## config.mk

```make
export PLATFORM = sky130hd
export DESIGN_NAME = qpm_regs
export DESIGN_NICKNAME = d
export VERILOG_FILES = /design/src/hw/rtl/quadrilateral_pixel_mask_macros.svh /design/src/hw/rtl/qpm_pkg.sv /design/src/hw/rtl/qpm_regs.sv
export SDC_FILE = /design/constraint.sdc
export NUM_CORES = 1
export LEC_CHECK = 0
export ABC_AREA = 1
export BUFFER_PORTS_ARGS = -buffer_cell sky130_fd_sc_hd__buf_2
export CORE_MARGIN = 3
export CORE_UTILIZATION = 51
export DETAILED_ROUTE_END_ITERATION = 8
export GPL_TIMING_DRIVEN = 0
export PLACE_DENSITY = 0.8
export SYNTH_ARGS = -nofsm -noshare
export SYNTH_HDL_FRONTEND = slang
export SYNTH_SLANG_ARGS = --single-unit
```

## constraint.sdc

```tcl
create_clock -name clk -period 2.85 [get_ports clk]
set_input_delay 0.7125 -clock clk [delete_from_list [all_inputs] [get_ports clk]]
set_output_delay 0.7125 -clock clk [all_outputs]
set_load 0.05 [all_outputs]
```

## src/hw/rtl/quadrilateral_pixel_mask_macros.svh

```systemverilog
// Assertion macros for the quadrilateral pixel mask.
// Expects clk and arst_n in the scope of each use.
`ifndef QUADRILATERAL_PIXEL_MASK_MACROS_SVH
`define QUADRILATERAL_PIXEL_MASK_MACROS_SVH

// same-cycle implication
`define QPM_ASSERT_IMP(lbl, ante, cons, msg) \
	lbl: assert property (@(posedge clk) disable iff (!arst_n) (ante) |-> (cons)) \
		else $error(msg);

// next-cycle implication
`define QPM_ASSERT_NXT(lbl, ante, cons, msg) \
	lbl: assert property (@(posedge clk) disable iff (!arst_n) (ante) |=> (cons)) \
		else $error(msg);

`endif

```

## src/hw/rtl/qpm_pkg.sv

```systemverilog
// Shared types and constants for the quadrilateral pixel mask.
// No dependencies.
package qpm_pkg;

	localparam int PIX_W = 16;
	localparam int CRN_W = 20;
	localparam int DIF_W = 21;
	localparam int PRD_W = 42;
	localparam int NUM_W = 43;
	localparam int N3_W  = 45;

	typedef struct packed {
		logic signed [PIX_W-1:0] pixel_x;
		logic signed [PIX_W-1:0] pixel_y;
	} pix_t;

	typedef struct packed {
		logic       inside_res;
		logic [1:0] which_triangle;
	} res_t;

	typedef struct packed {
		logic signed [CRN_W-1:0] x;
		logic signed [CRN_W-1:0] y;
	} corner_t;

	typedef struct packed {
		corner_t a;
		corner_t b;
		corner_t c;
		corner_t d;
	} corners_t;

	typedef enum logic [2:0] {
		REG_AX = 3'd0,
		REG_AY = 3'd1,
		REG_BX = 3'd2,
		REG_BY = 3'd3,
		REG_CX = 3'd4,
		REG_CY = 3'd5,
		REG_DX = 3'd6,
		REG_DY = 3'd7
	} reg_idx_t;

	localparam logic [1:0] TRI_NONE = 2'd0;
	localparam logic [1:0] TRI_ABC  = 2'd1;
	localparam logic [1:0] TRI_ACD  = 2'd2;

endpackage

```

## src/hw/rtl/qpm_regs.sv

```systemverilog
// APB corner register file for the quadrilateral pixel mask.
// Depends on qpm_pkg.
module qpm_regs (
	input  logic              clk,
	input  logic              arst_n,
	input  logic              psel,
	input  logic              penable,
	input  logic              pwrite,
	input  logic [4:0]        paddr,
	input  logic [31:0]       pwdata,
	output logic [31:0]       prdata,
	output logic              pready,
	output qpm_pkg::corners_t corners
);
	import qpm_pkg::*;

	corners_t crn_q;
	reg_idx_t idx;
	logic     wr;
	logic signed [CRN_W-1:0] wval;
	logic signed [CRN_W-1:0] rval;

	assign idx     = reg_idx_t'(paddr[4:2]);
	assign wr      = psel & penable & pwrite;
	assign wval    = pwdata[CRN_W-1:0];
	assign pready  = 1'b1;
	assign corners = crn_q;

	always_ff @(posedge clk or negedge arst_n) begin
		if (!arst_n) begin
			crn_q <= '0;
		end else if (wr) begin
			case (idx)
				REG_AX: crn_q.a.x <= wval;
				REG_AY: crn_q.a.y <= wval;
				REG_BX: crn_q.b.x <= wval;
				REG_BY: crn_q.b.y <= wval;
				REG_CX: crn_q.c.x <= wval;
				REG_CY: crn_q.c.y <= wval;
				REG_DX: crn_q.d.x <= wval;
				REG_DY: crn_q.d.y <= wval;
				default: crn_q <= crn_q;
			endcase
		end
	end

	always_comb begin
		case (idx)
			REG_AX:  rval = crn_q.a.x;
			REG_AY:  rval = crn_q.a.y;
			REG_BX:  rval = crn_q.b.x;
			REG_BY:  rval = crn_q.b.y;
			REG_CX:  rval = crn_q.c.x;
			REG_CY:  rval = crn_q.c.y;
			REG_DX:  rval = crn_q.d.x;
			REG_DY:  rval = crn_q.d.y;
			default: rval = '0;
		endcase
		prdata = 32'(rval);
	end

endmodule

```

# Word level (Yosys, flattened, before mapping)
# Cells that the tools add are included.
word_totals:
  regBits: 160
  output_inout_bits: 193
  elab_cells: 27
  input_bits: 42
classes:
  eq_ne: 7
  reduce_logical: 9
  n_bitwise: 2
  muxes: 1
op_table:
  columns: ["cell", "count"]
  rows:
  - ["20-bit case mux with 8 select lines", 1]
  - ["2-bit AND reduction", 8]
  - ["3-bit equality test, second input constant", 4]
  - ["3-bit by 2-bit equality test with 1-bit output, second input constant", 2]
  - ["3-bit by 1-bit equality test with 1-bit output, second input constant", 1]
  - ["3-bit logical NOT", 1]
  - ["1-bit bitwise AND", 2]

# Longest topological paths before layout
depth:
  depth_word: 3
  mapped_depth: 8
  depth_no_buf: 5

# Worst setup path before layout
# OpenSTA, ideal clock, no wires.
synth_timing:
  kind: "in2out"
  startpoint: "in paddr[3]"
  endpoint: "out prdata[20]"
  required_time_ps: 2138
  path_slack_ps: -305
  path_buffers: 3
  arrival_time_ps: 2443
  path_stages: 7
  path_cell_list: "buf_2 > nand3_1 > clkbuf_1 > nor2_1 > nor2_1 > nand3_1 > buf_4"
synth_between:
  elab_chain_len: 2
  elab_cells_between_ends: 9
  cone_classes: "eq/ne (7); mux (1); reduce/logical (1)"
synth_rtl:
  columns: ["item", "line_no", "text"]
  rows:
  - ["start: declaration", "qpm_regs.sv:9", "input logic [4:0] paddr,"]
  - ["3-bit equality test, or another cell as far along", "qpm_regs.sv:48", "case (idx)"]
  - ["20-bit case mux with 8 select lines *", "qpm_regs.sv:48", null]
  - ["end: declaration", "qpm_regs.sv:11", "output logic [31:0] prdata,"]
# Mark *: on every way between the ends. The rest lies on a longest branch, timed or not.

# Final worst setup path
layout_timing:
  startpoint: "in paddr[3]"
  endpoint: "out prdata[31]"
# Same word-level chain as after synthesis.

==> metrics.yaml <==
outcome:
  run_status: "finished, final reports clean"
logic_synthesis:
  synthMuxAreaShare_pct: 0
  syn_avg_cell_area_um2: 8.19
  synth_cell_types: 18
  synth_fa_ha_area_share_pct: 0
  synth-seq-cells: 160
  syn_inst: 909
  yosysSeqAreaShare_pct: 53.8
  yosys.area_share.simple_pct: 27.4
  synth_nets: 951
  synth_area_mm2: 0.00744
  synth_compound_area_share_pct: 10.8
  synth_xor_area_share_pct: 0
  ys_warn_count: 0
  synth_top_family_by_area: "simple AND/OR/NAND/NOR gates"
flow_run:
  drv_cap: 0
routing:
  wire_per_inst_um: 18.8
  wl_met3_mm: 2.68
  via_count: 7733
  met1_length_mm: 9.79
  drc_errors: 0
  via_per_inst: 5.76
  drt-pass1-iter-count: 7
  route.met2.wl_mm: 11.8
  wl_mm: 25.2
  ant_nets: 0
  drt-initial-drc-count: 960
  routed.top_layer: "met4"
critical_path:
  crit_fanout: 10
  arrival_ps: 2080
  reg2reg_from: "corners[44]$_DFFE_PN0P_"
  cp.required_ps: 2140
  startpoint: "paddr[3]"
  cp-end-kind: "output port"
  reg2reg_depth: 2
  critPathKind: "in2out"
  worst_setup_path_start_kind: "input pin"
die:
  start_util_pct: 52.8
  io_pins: 235
  die_h_um: 127
  die_w_um: 127
  row_count: 43
  core_area_mm2: 0.0141
  die_area_mm2: 0.0161
clocking:
  cts_hold_buf: 0
  clk_path_buf_depth: 2
  clkSlewWorstSetupHoldPaths_ps: 60
  htreeDepth: 4
  cts_root_buf: "clkbuf_16"
  cts.sinks: 160
  cts_buffers: 17
  cts_tree: "done"
  clk-insertion-delay-late_ps: 430
sta:
  final-hold-violation-count: 0
  final.setup.tns_ps: 0
  worst_slew_pin_slew_ps: 728
  max_freq_mhz: 358
  slew_headroom_pct: 51.5
  finalCritPeriodShare_pct: 98.1
  fin_skew_ps: 0
  slew_viol_final: 0
  setup_viol: 0
  holdWs_ps: 289
  min_period_ps: 2800
place:
  place_congestion: 1.03
  io_buffers: 219
  hpwl_mm: 18.6
  placed_area_mm2: 0.00881
  placed_cells: 1309
grt:
  grt_usage_pct: 31.0
  grt_pass1_vias: 7312
  grt_overflow_total: 0
  grt_pass1_wl_mm: 38.8
  grt_max_degree: 84
  antenna_found_initial: 0
layout:
  synthToLayoutAreaGrowth_pct: 28.5
  final_cells: 1342
  drive_above_1_share_pct: 28.8
  largest_reg_flops: 160
  final_area_mm2: 0.00956
  diodes: 0
  nets: 1192
worst_hold_path:
  hold_class: "in2async"
power:
  p_leak_nw: 5.13
  vdd_ir_drop_max_v: 0.000603
  p_per_area_mw_per_mm2: 949
==> critical path, stage by stage <==
cell and delay [ps]:
buf_2 130, buf_2 170, buf_2 190, nand4_1 110, nand2_1 90, nor2_4 180, nand3_4 140, buf_4 160
buf_4 180
==> cells by family after synthesis <==
group	after synthesis
and+or+nand+nor	458
AOI/OAI and AO/OA	160
DFF	160
buffers and inverters	130
other	1
==> power breakdown <==
part | internal (mW) | total [mW] | switching, mW | leakage [nW]
Sequential | 2.74 | 3.17 | 0.427 | 2.00
Clock | 1.37 | 2.27 | 0.903 | 0.283
Combinational | 0.787 | 3.64 | 2.85 | 2.84
Total | 4.89 | 9.07 | 4.18 | 5.13
==> timing repair <==
item                       CTS  global route
setup endpoints to repair   18            31
resized for setup           25            65
pin swaps                    0             3
gates cloned                 0             2
buffers inserted             0             0
==> final timing paths <==
| kind | endpoint | slack [ps] |
|---|---|---|
| max reg2reg | corners[44]$_DFFE_PN0P_ | 2110 |
| min | corners[73]$_DFFE_PN0P_ | 290 |
| min reg2reg | corners[150]$_DFFE_PN0P_ | 510 |
| max | prdata[31] | 50 |
| max in group asynchronous | corners[119]$_DFFE_PN0P_ | 1730 |
| min in group clk | corners[26]$_DFFE_PN0P_ | 500 |
==> stage by stage <==
step	setup slack, ps	total power [mW]	util [%]
detailed placement	-291	6.74	62.5
global route	-3.17	9.41	67.8
global placement	-1240	6.68	62.3
floorplan	115	5.77	-
finish	54.1	9.07	67.8
CTS	21.1	9.03	67.1
==> layout make-up <==
| type | count | area [µm²] |
|---|---|---|
| plain buffers | 86 | 505 |
| clock buffers | 21 | 480 |
| well taps | 180 | 225 |
| flip-flops and latches | 160 | 4000 |
| inverters | 44 | 165 |
| repair buffers | 221 | 1180 |
| clock inverters | 10 | 110 |
| multi-input cells | 620 | 2890 |
| fillers | 1134 | 4530 |
==> cell usage after synthesis <==
| master | number | area (µm²) |
|---|---|---|
| buf_4 | 17 | 128 |
| nor2_1 | 102 | 383 |
| buf_1 | 6 | 22.5 |
| nor2_2 | 2 | 12.5 |
| nor3_1 | 4 | 20.0 |
| buf_2 | 34 | 170 |
| nand4_1 | 100 | 626 |
| o21ai_0 | 43 | 215 |
| o21ai_1 | 77 | 385 |
| nand2_1 | 206 | 773 |
| nand3_1 | 43 | 215 |
| inv_1 | 41 | 154 |
| a21oi_1 | 40 | 200 |
| clkbuf_1 | 29 | 109 |
| nor3_2 | 1 | 10.0 |
| dfrtp_1 | 160 | 4000 |
| inv_2 | 3 | 11.3 |
| conb_1 | 1 | 3.75 |
==> metal layers <==
layer | vias to the layer above | track usage, %
li1 | 3543 | -
met1 | 3571 | 41.0
met2 | 534 | 49.0
met3 | 85 | 7.92
met4 | 0 | 12.7
met5 | - | 0
==> cell usage in the layout (no fill, tap or decap), types with 11 or more instances in the layout <==
cell / count
o21ai_0: 43
buf_2: 237
o21ai_1: 77
clkbuf_2: 11
clkbuf_16: 17
a21oi_1: 40
inv_1: 41
clkbuf_1: 13
nand4_1: 100
dfrtp_1: 160
nand2_1: 205
nor2_1: 100
buf_4: 35
nand3_1: 42
Note: power is estimated with default switching activity, not from simulation.
