### src/hw/rtl/quadrilateral_pixel_mask_macros.svh
// Assertion macros for the quadrilateral pixel mask.
// Expects clk and arst_n in the scope of each use.
`ifndef QUADRILATERAL_PIXEL_MASK_MACROS_SVH
`define QUADRILATERAL_PIXEL_MASK_MACROS_SVH

// same-cycle implication
`define QPM_ASSERT_IMP(lbl, ante, cons, msg) \
	lbl: assert property (@(posedge clk) disable iff (!arst_n) (ante) |-> (cons)) \
		else $error(msg);

// next-cycle implication
`define QPM_ASSERT_NXT(lbl, ante, cons, msg) \
	lbl: assert property (@(posedge clk) disable iff (!arst_n) (ante) |=> (cons)) \
		else $error(msg);

`endif

### src/hw/rtl/qpm_pkg.sv
// Shared types and constants for the quadrilateral pixel mask.
// No dependencies.
package qpm_pkg;

	localparam int PIX_W = 16;
	localparam int CRN_W = 20;
	localparam int DIF_W = 21;
	localparam int PRD_W = 42;
	localparam int NUM_W = 43;
	localparam int N3_W  = 45;

	typedef struct packed {
		logic signed [PIX_W-1:0] pixel_x;
		logic signed [PIX_W-1:0] pixel_y;
	} pix_t;

	typedef struct packed {
		logic       inside_res;
		logic [1:0] which_triangle;
	} res_t;

	typedef struct packed {
		logic signed [CRN_W-1:0] x;
		logic signed [CRN_W-1:0] y;
	} corner_t;

	typedef struct packed {
		corner_t a;
		corner_t b;
		corner_t c;
		corner_t d;
	} corners_t;

	typedef enum logic [2:0] {
		REG_AX = 3'd0,
		REG_AY = 3'd1,
		REG_BX = 3'd2,
		REG_BY = 3'd3,
		REG_CX = 3'd4,
		REG_CY = 3'd5,
		REG_DX = 3'd6,
		REG_DY = 3'd7
	} reg_idx_t;

	localparam logic [1:0] TRI_NONE = 2'd0;
	localparam logic [1:0] TRI_ABC  = 2'd1;
	localparam logic [1:0] TRI_ACD  = 2'd2;

endpackage

### src/hw/rtl/qpm_outbuf.sv
// Output register with one skid entry for the quadrilateral pixel mask.
// Depends on qpm_pkg and the assertion macro header.
module qpm_outbuf (
	input  logic          clk,
	input  logic          arst_n,
	input  logic          push,
	input  qpm_pkg::res_t push_data,
	output logic          full,
	output logic          res_valid,
	input  logic          res_ready,
	output qpm_pkg::res_t res
);
	import qpm_pkg::*;
	`include "quadrilateral_pixel_mask_macros.svh"

	logic out_vld_q, skd_vld_q;
	res_t out_q, skd_q;
	logic free;

	assign free      = !out_vld_q || res_ready;
	assign full      = skd_vld_q;
	assign res_valid = out_vld_q;
	assign res       = out_q;

	always_ff @(posedge clk or negedge arst_n) begin
		if (!arst_n) begin
			out_vld_q <= 1'b0;
			skd_vld_q <= 1'b0;
		end else if (free) begin
			out_vld_q <= skd_vld_q || push;
			skd_vld_q <= 1'b0;
		end else if (push) begin
			skd_vld_q <= 1'b1;
		end
	end

	always_ff @(posedge clk) begin
		if (free)
			out_q <= skd_vld_q ? skd_q : push_data;
		else if (push)
			skd_q <= push_data;
	end

	`QPM_ASSERT_IMP(a_skd_needs_out, skd_vld_q, out_vld_q, "skid holds data with empty output")
	`QPM_ASSERT_IMP(a_no_push_full, skd_vld_q, !push, "push while skid entry full")
	`QPM_ASSERT_NXT(a_stall_fill, out_vld_q && !res_ready && push, skd_vld_q,
		"stalled transaction not captured in skid")

endmodule

### config.mk
export PLATFORM = sky130hd
export DESIGN_NAME = qpm_outbuf
export DESIGN_NICKNAME = d
export VERILOG_FILES = /design/src/hw/rtl/qpm_pkg.sv /design/src/hw/rtl/qpm_outbuf.sv
export VERILOG_INCLUDE_DIRS = /design/src /design/src/hw/rtl
export SDC_FILE = /design/constraint.sdc
export NUM_CORES = 1
export LEC_CHECK = 0
export BUFFER_PORTS_ARGS = -buffer_cell sky130_fd_sc_hd__buf_2
export CAP_MARGIN = 20
export CORE_AREA = 2 2 39 41
export CTS_CLUSTER_SIZE = 40
export DETAILED_ROUTE_END_ITERATION = 7
export DIE_AREA = 0 0 41 43
export HOLD_SLACK_MARGIN = 0.06
export SLEW_MARGIN = 40
export SYNTH_ARGS = -nofsm -noshare
export SYNTH_HDL_FRONTEND = slang
export SYNTH_SLANG_ARGS = --single-unit
export TNS_END_PERCENT = 1
### constraint.sdc
create_clock -name clk -period 1.2 [get_ports clk]
set_input_delay 0.18 -clock clk [delete_from_list [all_inputs] [get_ports clk]]
set_output_delay 0.18 -clock clk [all_outputs]
set_load 0.01 [all_outputs]
# Yosys cells after proc, flatten, opt, wreduce, memory -nomap -nowiden

Index checks and enable logic that the tools add are counted.

Word-level logic and storage cells: 15
Register bits: 8

Reduce and logical (&&, ||, !) cells: 5
Multiplexer cells: 3
Bitwise operators: 1

Operators with widths:

| operator          | count |
|---|---|
| $mux 3            | 1 |
| $logic_or 1x1->1  | 2 |
| $mux 1            | 2 |
| $reduce_and 2->1  | 1 |
| $reduce_bool 2->1 | 1 |
| $logic_not 1->1   | 1 |
| $not 1->1         | 1 |

# Longest topological paths before layout

Gate-level depths: netlist of run 1.

Depth after elaboration: 4
Gate-level depth with buffers: 2
Mapped depth without buffers: 2

# Least setup slack after synthesis of run 1

Ideal clock, no wire load.

Kind: reg-to-reg
From: register skd_vld_q, in the netlist full
To: register out_q (netlist bit res[0]) (data pin)
Stages on the path, launching flop included: 2
Data arrival time: 0.773 ns
Setup slack: 0.167 ns
Library setup time: 0.260 ns
Clock period less this slack: 1.033 ns
Buffers on the path: 0
Cell sequence: dfrtp_1 -> mux2_2

Word-level cells in the longest chain between the ends: 1

RTL lines:

| element                | line             | RTL |
|---|---|---|
| from (decl)            | qpm_outbuf.sv:16 | `logic out_vld_q, skd_vld_q;` |
| from (signal assigned) | qpm_outbuf.sv:28 | `skd_vld_q <= 1'b0;` |
| from (signal assigned) | qpm_outbuf.sv:31 | `skd_vld_q <= 1'b0;` |
| from (signal assigned) | qpm_outbuf.sv:33 | `skd_vld_q <= 1'b1;` |
| $mux 3                 | qpm_outbuf.sv:39 | `out_q <= skd_vld_q ? skd_q : push_data;` |
| to (signal assigned)   | qpm_outbuf.sv:39 |  |
| to (decl)              | qpm_outbuf.sv:17 | `res_t out_q, skd_q;` |

Every way passes these cells.
A chain may end at the register's enable or synchronous reset.

# Worst setup path after layout of run 1

Same ends and word-level chain as after synthesis.

==> summary.txt, run 1 <==
Outcome
  • Status: finished clean

Yosys
  • Sequential area share after synthesis: 79.7%
  • Post-synthesis cell count: 17
  • Yosys warnings: 0
  • Number of enable flip-flop cells after synthesis: 6
  • Most used DFF post-synth: edfxtp_1
  • Syn nets: 24
  • Synth area leaders: edfxtp_1 62%, dfrtp_1 17%, mux2_2 12%, nor2_1 3.9%, nand2b_1 2.2%
  • FFs w/ async S/R, synth: 25.0%
  • Largest area contributor in the netlist: edfxtp_1
  • Synth top cells by count: 6 x edfxtp_1, 3 x mux2_2, 3 x nor2_1
  • Most frequent cell after synthesis: edfxtp_1
  • Mapped cell area: 289 um2
  • Synth cell types: 7
  • Synth top area share: between 60% and 70%
  • Syn Area/Cell: 17.0 um2
  • Register bit total from synthesis: 8

Detailed routing
  • # DRC: 0
  • DR WL/cell: 10.3 um
  • WL met1: 225 um
  • DR pass1 iterations: 3
  • DR iter-0 viols: 1
  • Vias: 190
  • Antenna-violating nets left: 0
  • WL met2: 213 um
  • Final wirelength: 505 um
  • WL met3: 66 um
  • Vias/cell: around 3.9
  • Highest Signal Layer: met3

Critical path
  • WP data required: 1200 ps
  • Critical-path maximum fanout: 5
  • Critical-path cell list: mux2_2
  • Critical Path AT: 1030 ps
  • Delay-heaviest family, CP: flip-flops
  • Critical Path End Type: flip-flop
  • Worst path bufs/invs: 0
  • CP max stage delay: 430 ps
  • Crit path kind: flip-flop to flip-flop
  • Startpoint types: flip-flop
  • Worst path slowest cell: dfrtp_1

Pwr
  • Clock Power Share: between 30% and 40%
  • Total power: around 0.6 mW
  • NetSw: about 0.12 mW
  • Switch share: 20.4%
  • Pint: roughly 0.47 mW
  • Leak: 0.175 nW
  • Max VDD drop: between 0.0004 and 0.0005 V
  • Flop pwr share: a little under three fifths
  • PwrDens: 1460 mW/mm2
  • Comb pwr share: 11.0%

Timing
  • Final WS setup: 163 ps
  • Final TNS setup: 0 ps
  • Tcrit/Tclk final: 86.4%
  • Final Max Tran Viols: 0
  • Rel. slew slack: 83.4%
  • Fin crit period: 1040 ps
  • Peak Freq: about 0.96 GHz
  • Worst Clk Skew: between 4 and 5 ps
  • Worst Tran Pin Value: 249 ps
  • Final Hold Fails: 0
  • Fin Hold WS: 134 ps
  • RSZ-0062 raised after global routing: no
  • Final setup fails: 0

Layout
  • N_diodes: 0
  • Share of cells above drive strength 1: 54.5%
  • Area Growth Syn to Fin: 39.8%
  • Final cell count without fillers: 49
  • Layout Nets: 42

Global routing
  • Gr ovfl total: 0
  • Vias in the first global route: 193
  • All-Layer GR Usage: 7.72%
  • Antenna violations before repair: 0
  • Pin count of the biggest net entering global routing: 6
  • First-pass GRT wire length: 800 um

Clocking
  • CTS Buf Count: 3
  • Clock tree sinks: 8
  • # resized after CTS: 0
  • CTS tree: built
  • Clk root buf: clkbuf_4
  • H-Tree Depth: 1
  • Clock Path Buffers: 2
  • Clk Latency, worst-skew pair: 250 ps
  • Register clock-pin slew on the reported worst setup and hold paths: 50 ps

Floorplan
  • Die area: 0.00176 mm2
  • FP Rows: 14
  • Die Wd: 41 um
  • Core area: 0.00138 mm2
  • Io pins: 12
  • Starting density of the core: between 20% and 30%
  • Die Y-Extent: 43 um

Placed design
  • Placed cell count: 45
  • Post-DP HPWL: 416 um
  • IO buf count: 11
  • Place WS: 167 ps
  • Gp weighted congestion: 0.701

Job
  • # Max-Cap Violations: 0

Min path
  • Hold Path Class: input port to flip-flop
## cell usage in the layout (no fill, tap or decap)
cell type and count:
buf_2 11, edfxtp_1 6, mux2_2 3, nor2_1 3, clkbuf_4 3, dfrtp_1 2
nand2b_1 1, inv_1 1, nand2_1 1, dlygate4sd3_1 1, buf_4 1
## power groups by stage
stage	logic, mW	clock network, mW	registers [mW]
global placement	0.0631	0	0.334
finish	0.0648	0.194	0.330
detailed placement	0.0638	0	0.335
floorplan	0.0206	0	0.343
CTS	0.0665	0.207	0.330
global route	0.0731	0.229	0.332
## path summary, 6_finish.rpt
check	depth (start not counted)	from	slack, ps	end
worst max-delay path	1	full	160	res[0]
worst min-delay path	1	push_data[2]	130	skd_q[2]
worst max register to register	1	full	160	res[0]
worst min register to register	1	skd_q[2]	550	res[2]
max in group asynchronous	2	arst_n	860	full
min in group asynchronous	2	arst_n	240	res_valid
## layout make-up
class / count / area [um2]
Clock buffer: 3 / 22.5
Fill cell: 141 / 980
Inverter: 1 / 3.75
Multi-Input combinational cell: 8 / 55.1
Sequential cell: 8 / 230
Tap cell: 16 / 20.0
Timing Repair Buffer: 13 / 72.6
## logic make-up after synthesis
family / count (synthesis) / synth area share (%)
and+or+nand+nor: 5 / 7.36
buffers and inverters: 1 / 1.30
muxes: 3 / 11.7
DFF: 8 / 79.7
## routing by layer
layer	global-route usage, %	up-vias
met1	9.03	83
met4	8.00	0
met2	8.75	12
met3	4.71	0
li1	-	95
met5	0	-
## per-stage QoR
stage               utilization, %  cell area (um2)
global placement              26.9              372
finish                        29.2              404
global route                  29.2              404
floorplan                        -              289
detailed placement            26.9              372
CTS                           29.2              404
## sequential cells by signal, indices dropped and copies added, names as in the netlist
signal and count:
full 1, res_valid 1, res 3, skd_q 3
## timing repair
item	CTS	global route
hold endpoints to repair	2	0
hold buffers	1	0
buffers inserted	0	0
Power figures use the tool's default switching activity.
==> run 2, diff against run 1 <==
Settings changed: ABC_AREA set to 1.
==> run 2 against run 1 <==
  * Critical path type is now flip-flop to output port
  * Largest power group unchanged
  * Highest routed layer is now met4
  * Global-route usage is 0.20 points lower
  * Combinational power is 2% higher
  * Total power is 4.5% higher
==> summary.txt, run 2 <==
Pwr
  • Leak: 0.200 nW (+14%)
  • Total power: 0.616 mW (+4.5%)
  • PwrDens: 1490 mW/mm2 (+2.3%)
  • Max VDD drop: 0.000355 V (-19%)

Floorplan
  • Die Y-Extent: 43 um (unchanged)
  • Die area: 0.00176 mm2 (unchanged)
  • Starting density of the core: 21.2% (+0.36 points)
  • FP Rows: 14 (unchanged)
  • Core area: 0.00138 mm2 (unchanged)
  • Die Wd: 41 um (unchanged)
  • Io pins: 12 (unchanged)

Critical path
  • Delay-heaviest family, CP: flip-flops
  • Launching point of the worst reg2reg path: res_valid
  • R2R setup slack: 270 ps (+110 ps)
  • Critical-path maximum fanout: 6 (+1)
  • Startpoint types: flip-flop
  • Worst Reg-to-Reg Cells: 2 (+1)
  • WP data required: 1020 ps (-180 ps)
  • CP max stage delay: 440 ps (about the same)
  • Crit path kind: flip-flop to output port
  • CP endpoint: full
  • Crit path depth: 1 (unchanged)
  • Reg2reg end: skd_q[1]
  • Critical Path AT: 850 ps (-180 ps)
  • Critical-path cell list: buf_2
  • Worst path bufs/invs: 1 (+1)
  • Worst path slowest cell: dfrtp_1
  • Launch point of the worst path: full
  • Critical Path End Type: output port

Yosys
  • Register bit total from synthesis: 8 (unchanged)
  • Yosys warnings: 0 (unchanged)
  • Syn nets: 32 (+33%)
  • Most used DFF post-synth: edfxtp_1
  • Syn Area/Cell: 11.8 um2 (-31%)
  • FFs w/ async S/R, synth: 25.0% (unchanged)
  • Synth cell types: 5 (-2)
  • Synth top cells by count: 11 x nand2_1, 6 x edfxtp_1, 3 x inv_1, 3 x nor2_1, 2 x dfrtp_1
  • Largest area contributor in the netlist: edfxtp_1
  • Sequential area share after synthesis: 78.3% (-1.4 points)
  • Most frequent cell after synthesis: nand2_1
  • Mapped cell area: 294 um2 (+1.7%)
  • Synth top area share: 61.3% (-1.1 points)
  • Post-synthesis cell count: 25 (+8)
  • Number of enable flip-flop cells after synthesis: 6 (unchanged)
  • Synth area leaders: edfxtp_1 61%, dfrtp_1 17%, nand2_1 14%, inv_1 3.8%, nor2_1 3.8%

Timing
  • Final Hold Fails: 0 (unchanged)
  • Worst Tran Pin Value: 231 ps (-17.8 ps)
  • RSZ-0062 raised after global routing: no
  • Final WS setup: 170 ps (+6.76 ps)
  • Final setup fails: 0 (unchanged)
  • Peak Freq: 0.971 GHz (+0.66%)
  • Final Max Tran Viols: 0 (unchanged)
  • Fin Hold WS: 115 ps (-19.2 ps)
  • Tcrit/Tclk final: 85.9% (-0.56 points)
  • Final TNS setup: 0 ps (unchanged)
  • Fin crit period: 1030 ps (-6.76 ps)
  • Rel. slew slack: 84.5% (+1.2 points)
  • Worst Clk Skew: 7.75 ps (+3.27 ps)

Layout
  • Finished Core Util: 29.8% (+0.63 points)
  • Final cell count without fillers: 58 (+18%)
  • Area Growth Syn to Fin: 40.4%
  • Layout Nets: 50 (+19%)
  • Most frequent cells in the layout: 11 x nand2_1, 11 x buf_2, 6 x edfxtp_1
  • Fin area: 413 um2 (+2.2%)
  • Share of cells above drive strength 1: 35.7% (-19 points)
  • Fillers: 154 (+9.2%)
  • N_diodes: 0 (unchanged)

Placed design
  • Post-DP HPWL: 365 um (-12%)
  • Gp weighted congestion: 0.717 (+2.3%)
  • Placed Area: 377 um2 (+1.3%)
  • Place WS: 270 ps (+103 ps)
  • Placed cell count: 53 (+18%)
  • IO buf count: 11 (unchanged)

Clocking
  • Clock tree sinks: 8 (unchanged)
  • Setup Buffers After CTS: 0 (unchanged)
  • Clk root buf: clkbuf_4
  • Clk Latency, worst-skew pair: 250 ps (about the same)
  • Clock Path Buffers: 2 (unchanged)
  • CTS tree: built
  • Register clock-pin slew on the reported worst setup and hold paths: 60 ps (about the same)
  • CTS Buf Count: 3 (unchanged)
  • H-Tree Depth: 1 (unchanged)

Detailed routing
  • DR iter-0 viols: 4 (+3)
  • # DRC: 0 (unchanged)
  • Antenna-violating nets left: 0 (unchanged)
  • Final wirelength: 510 um (+0.99%)
  • DR pass1 iterations: 2 (-1)
  • DR WL/cell: 8.79 um (-15%)
  • Vias/cell: 3.72 (-4.0%)
  • Vias: 216 (+14%)

Global routing
  • Vias in the first global route: 209 (+8.3%)
  • Gr ovfl total: 0 (unchanged)
  • All-Layer GR Usage: 7.53% (-0.20 points)
  • First-pass GRT wire length: 786 um (-1.8%)
  • Antenna violations before repair: 0 (unchanged)
  • Pin count of the biggest net entering global routing: 7 (+1)

Job
  • # Max-Cap Violations: 0 (unchanged)

Min path
  • Hold Path Class: input port to flip-flop

Outcome
  • Status: finished clean
-- run 2: changes by cell type in the layout (fill, tap and decap cells not counted) --
cell,before,now
clkbuf_1,0,1
mux2_2,3,0
nand2b_1,1,0
inv_1,1,3
nand2_1,1,11
-- run 2: area by class of cell --
class	instances	area (um2)	share of cell area, %
Multi-Input combinational cell	14	52.6	12.7
Inverter	3	11.3	2.73
Tap cell	16	20.0	4.85
Clock buffer	4	26.3	6.36
Sequential cell	8	230	55.8
Timing Repair Buffer	13	72.6	17.6
-- run 2: kinds of logic after synthesis --
group	count (synthesis)	synth area share, %
buffers and inverters	3	3.83
AND/OR/NAND/NOR	14	17.9
flip-flops	8	78.3
-- run 2: per-layer routing --
layer / vias to the layer above / part of all wire (%) / GRT usage, % / routed length (um)
li1: 111 / - / - / -
met1: 95 / 39 / 7.72 / 199
met2: 8 / 53 / 10.3 / 269
met4: 0 / 2.7 / 10.0 / 14
met3: 2 / 5.3 / 1.57 / 27
met5: - / 0 / 0 / 0
-- run 2: where the power goes --
part | leakage [nW] | total, mW | switching (mW) | internal [mW]
Combinational | 0.103 | 0.0663 | 0.0365 | 0.0299
Clock | 0.0150 | 0.218 | 0.0913 | 0.127
Sequential | 0.0814 | 0.331 | 0.00803 | 0.323
-- run 2: repair_timing --
action                                 4_1_cts  5_1_grt
hold buffers                                 1        0
endpoints found under the hold margin        2        0
gates resized for setup                      0        0
setup endpoints to repair                    0        0
-- run 2: worst min path at each step --
stage / endpoint / start / cells past startpoint
detailed placement: full / arst_n / 1
CTS: skd_q[0] / push_data[0] / 1
global route: skd_q[0] / push_data[0] / 1
global placement: full / arst_n / 1
floorplan: full / arst_n / 0
finish: skd_q[0] / push_data[0] / 1
==> run 3, diff against run 2 <==
Settings changed: PLACE_DENSITY set to 0.51.
==> run 3 against run 2 <==
  * Clock power is 8% lower
  * Setup slack improved by 8.7 ps
  * Critical path type unchanged
  * Critical endpoint unchanged
  * Utilization is 0.27 points lower
  * First-iteration DRC count shrank 100%
  * Clock-buffer cell count shrank 1
  * Highest routed layer is now met3
  * Cell area decreased by 0.91%
==> summary.txt, run 3 (synthesis gave the netlist of run 2 again) <==
Outcome
  • Status: finished clean

Clocking
  • Setup Buffers After CTS: 0 (unchanged)
  • Clk Latency, worst-skew pair: 250 ps (about the same)
  • Register clock-pin slew on the reported worst setup and hold paths: 50 ps (about the same)
  • H-Tree Depth: 1 (unchanged)
  • Clock Path Buffers: 2 (unchanged)
  • # resized after CTS: 0 (unchanged)
  • CTS Hold Bufs: 1 (unchanged)
  • Clock tree sinks: 8 (unchanged)
  • CTS tree: built
  • Clk root buf: clkbuf_4
  • CTS Buf Count: 3 (unchanged)

Placed design
  • Gp weighted congestion: 0.601 (-16%)
  • IO buf count: 11 (unchanged)
  • Placed cell count: 53 (unchanged)
  • Placed Area: 377 um2 (unchanged)

Detailed routing
  • DR iter-0 viols: 0 (-4)
  • Antenna-violating nets left: 0 (unchanged)
  • Vias/cell: 3.86 (+3.6%)
  • Vias: 220 (+1.9%)
  • DR WL/cell: 9.14 um (+3.9%)
  • DR pass1 iterations: 1 (-1)
  • Final wirelength: 521 um (+2.2%)
  • # DRC: 0 (unchanged)

Critical path
  • Worst path slowest cell: dfrtp_1
  • Critical-path cell list: buf_2
  • Startpoint types: flip-flop
  • Launching point of the worst reg2reg path: res_valid
  • CP max stage delay: 430 ps (about the same)
  • Crit path kind: flip-flop to output port
  • Critical Path AT: 840 ps (about the same)
  • Launch point of the worst path: full
  • Worst path bufs/invs: 1 (unchanged)
  • Critical-path maximum fanout: 6 (unchanged)
  • WP data required: 1020 ps (about the same)
  • Delay-heaviest family, CP: flip-flops
  • Critical Path End Type: output port

Global routing
  • Gr ovfl total: 0 (unchanged)
  • Vias in the first global route: 204 (-2.4%)
  • All-Layer GR Usage: 8.11% (+0.59 points)
  • First-pass GRT wire length: 848 um (+7.9%)
  • Antenna violations before repair: 0 (unchanged)
  • Pin count of the biggest net entering global routing: 7 (unchanged)

Floorplan
  • Core area: 0.00138 mm2 (unchanged)
  • Die area: 0.00176 mm2 (unchanged)
  • Io pins: 12 (unchanged)
  • Die Y-Extent: 43 um (unchanged)
  • Starting density of the core: 21.2% (unchanged)
  • FP Rows: 14 (unchanged)
  • Die Wd: 41 um (unchanged)

Timing
  • Final setup fails: 0 (unchanged)
  • Rel. slew slack: 83.5% (-1.0 points)
  • Final Max Tran Viols: 0 (unchanged)
  • Worst Tran Pin Value: 247 ps (+15.6 ps)
  • Tcrit/Tclk final: 85.1% (-0.73 points)
  • Worst Clk Skew: 0.983 ps (-6.77 ps)
  • Final TNS setup: 0 ps (unchanged)
  • Final Hold Fails: 0 (unchanged)
  • Fin crit period: 1020 ps (-8.73 ps)
  • Peak Freq: 0.979 GHz (+0.85%)
  • RSZ-0062 raised after global routing: no

Min path
  • Hold_sp: push_data[2]
  • Hold Path Class: input port to flip-flop

Pwr
  • Flop pwr share: 55.3% (+1.6 points)
  • Max VDD drop: 0.000533 V (+50%)
  • Pint: 0.467 mW (-2.7%)
  • Leak: 0.198 nW (-0.59%)
  • Switch share: 21.9% (-0.12 points)
  • NetSw: 0.131 mW (-3.4%)
  • PwrDens: 1460 mW/mm2 (-1.9%)
  • Clock Power Share: 33.6% (-1.9 points)
  • Comb pwr share: 11.1% (+0.3 points)

Layout
  • N_diodes: 0 (unchanged)
  • Share of cells above drive strength 1: 36.6% (+0.87 points)
  • Area Growth Syn to Fin: 39.1%
  • Most frequent cells in the layout: 11 x nand2_1, 11 x buf_2, 6 x edfxtp_1
  • Final cell count without fillers: 57 (-1.7%)
  • Layout Nets: 50 (unchanged)
  • Area of the multi-input gates: 52.6 um2 (unchanged)
  • Fin area: 409 um2 (-0.91%)
  • Register area: 230 um2 (unchanged)
  • Fillers: 147 (-4.5%)

Job
  • # Max-Cap Violations: 0 (unchanged)
-- run 3: changes by cell type in the layout (fill, tap and decap cells not counted), sizes merged --
cell    before  now
clkbuf       4    3
-- run 3: layout make-up --
class | count | share of cell area (%)
clock buffer | 3 | 5.50
inverter | 3 | 2.75
multi-input combinational | 14 | 12.8
timing repair buffer | 13 | 17.7
sequential | 8 | 56.3
tap | 16 | 4.89
-- run 3: final timing paths --
path | cells after the start | slack, ps | endpoint
worst max-delay path | 1 | 180 | full
worst min-delay path | 1 | 130 | skd_q[2]
worst max register to register | 2 | 270 | skd_q[2]
worst min register to register | 2 | 520 | res[2]
max in group asynchronous | 2 | 870 | full
min in group asynchronous | 2 | 240 | res_valid
-- run 3: layer usage --
layer / wire length, um / GRT usage (%) / vias up
met2: 282 / 10.9 / 9
met1: 204 / 8.97 / 99
met3: 34 / 4.71 / 0
met4: 0 / 6.00 / 0
li1: - / - / 112
met5: 0 / 0 / -
-- run 3: power groups by stage --
stage / combinational [mW] / sequential [mW] / clock [mW]
final: 0.0661 / 0.331 / 0.201
after CTS: 0.0685 / 0.331 / 0.215
after detailed placement: 0.0660 / 0.337 / 0
after global placement: 0.0651 / 0.336 / 0
after floorplan: 0.0206 / 0.345 / 0
after global routing: 0.0761 / 0.334 / 0.228
-- run 3: per-stage QoR --
stage / hold WS, ps / util [%] / power [mW] / setup slack [ps]
floorplan: -116 / - / 0.365 / 175
global route: 113 / 29.6 / 0.639 / 115
finish: 126 / 29.6 / 0.598 / 178
CTS: 115 / 29.6 / 0.615 / 161
global placement: -30.2 / 27.2 / 0.401 / 305
detailed placement: -30.0 / 27.2 / 0.403 / 261
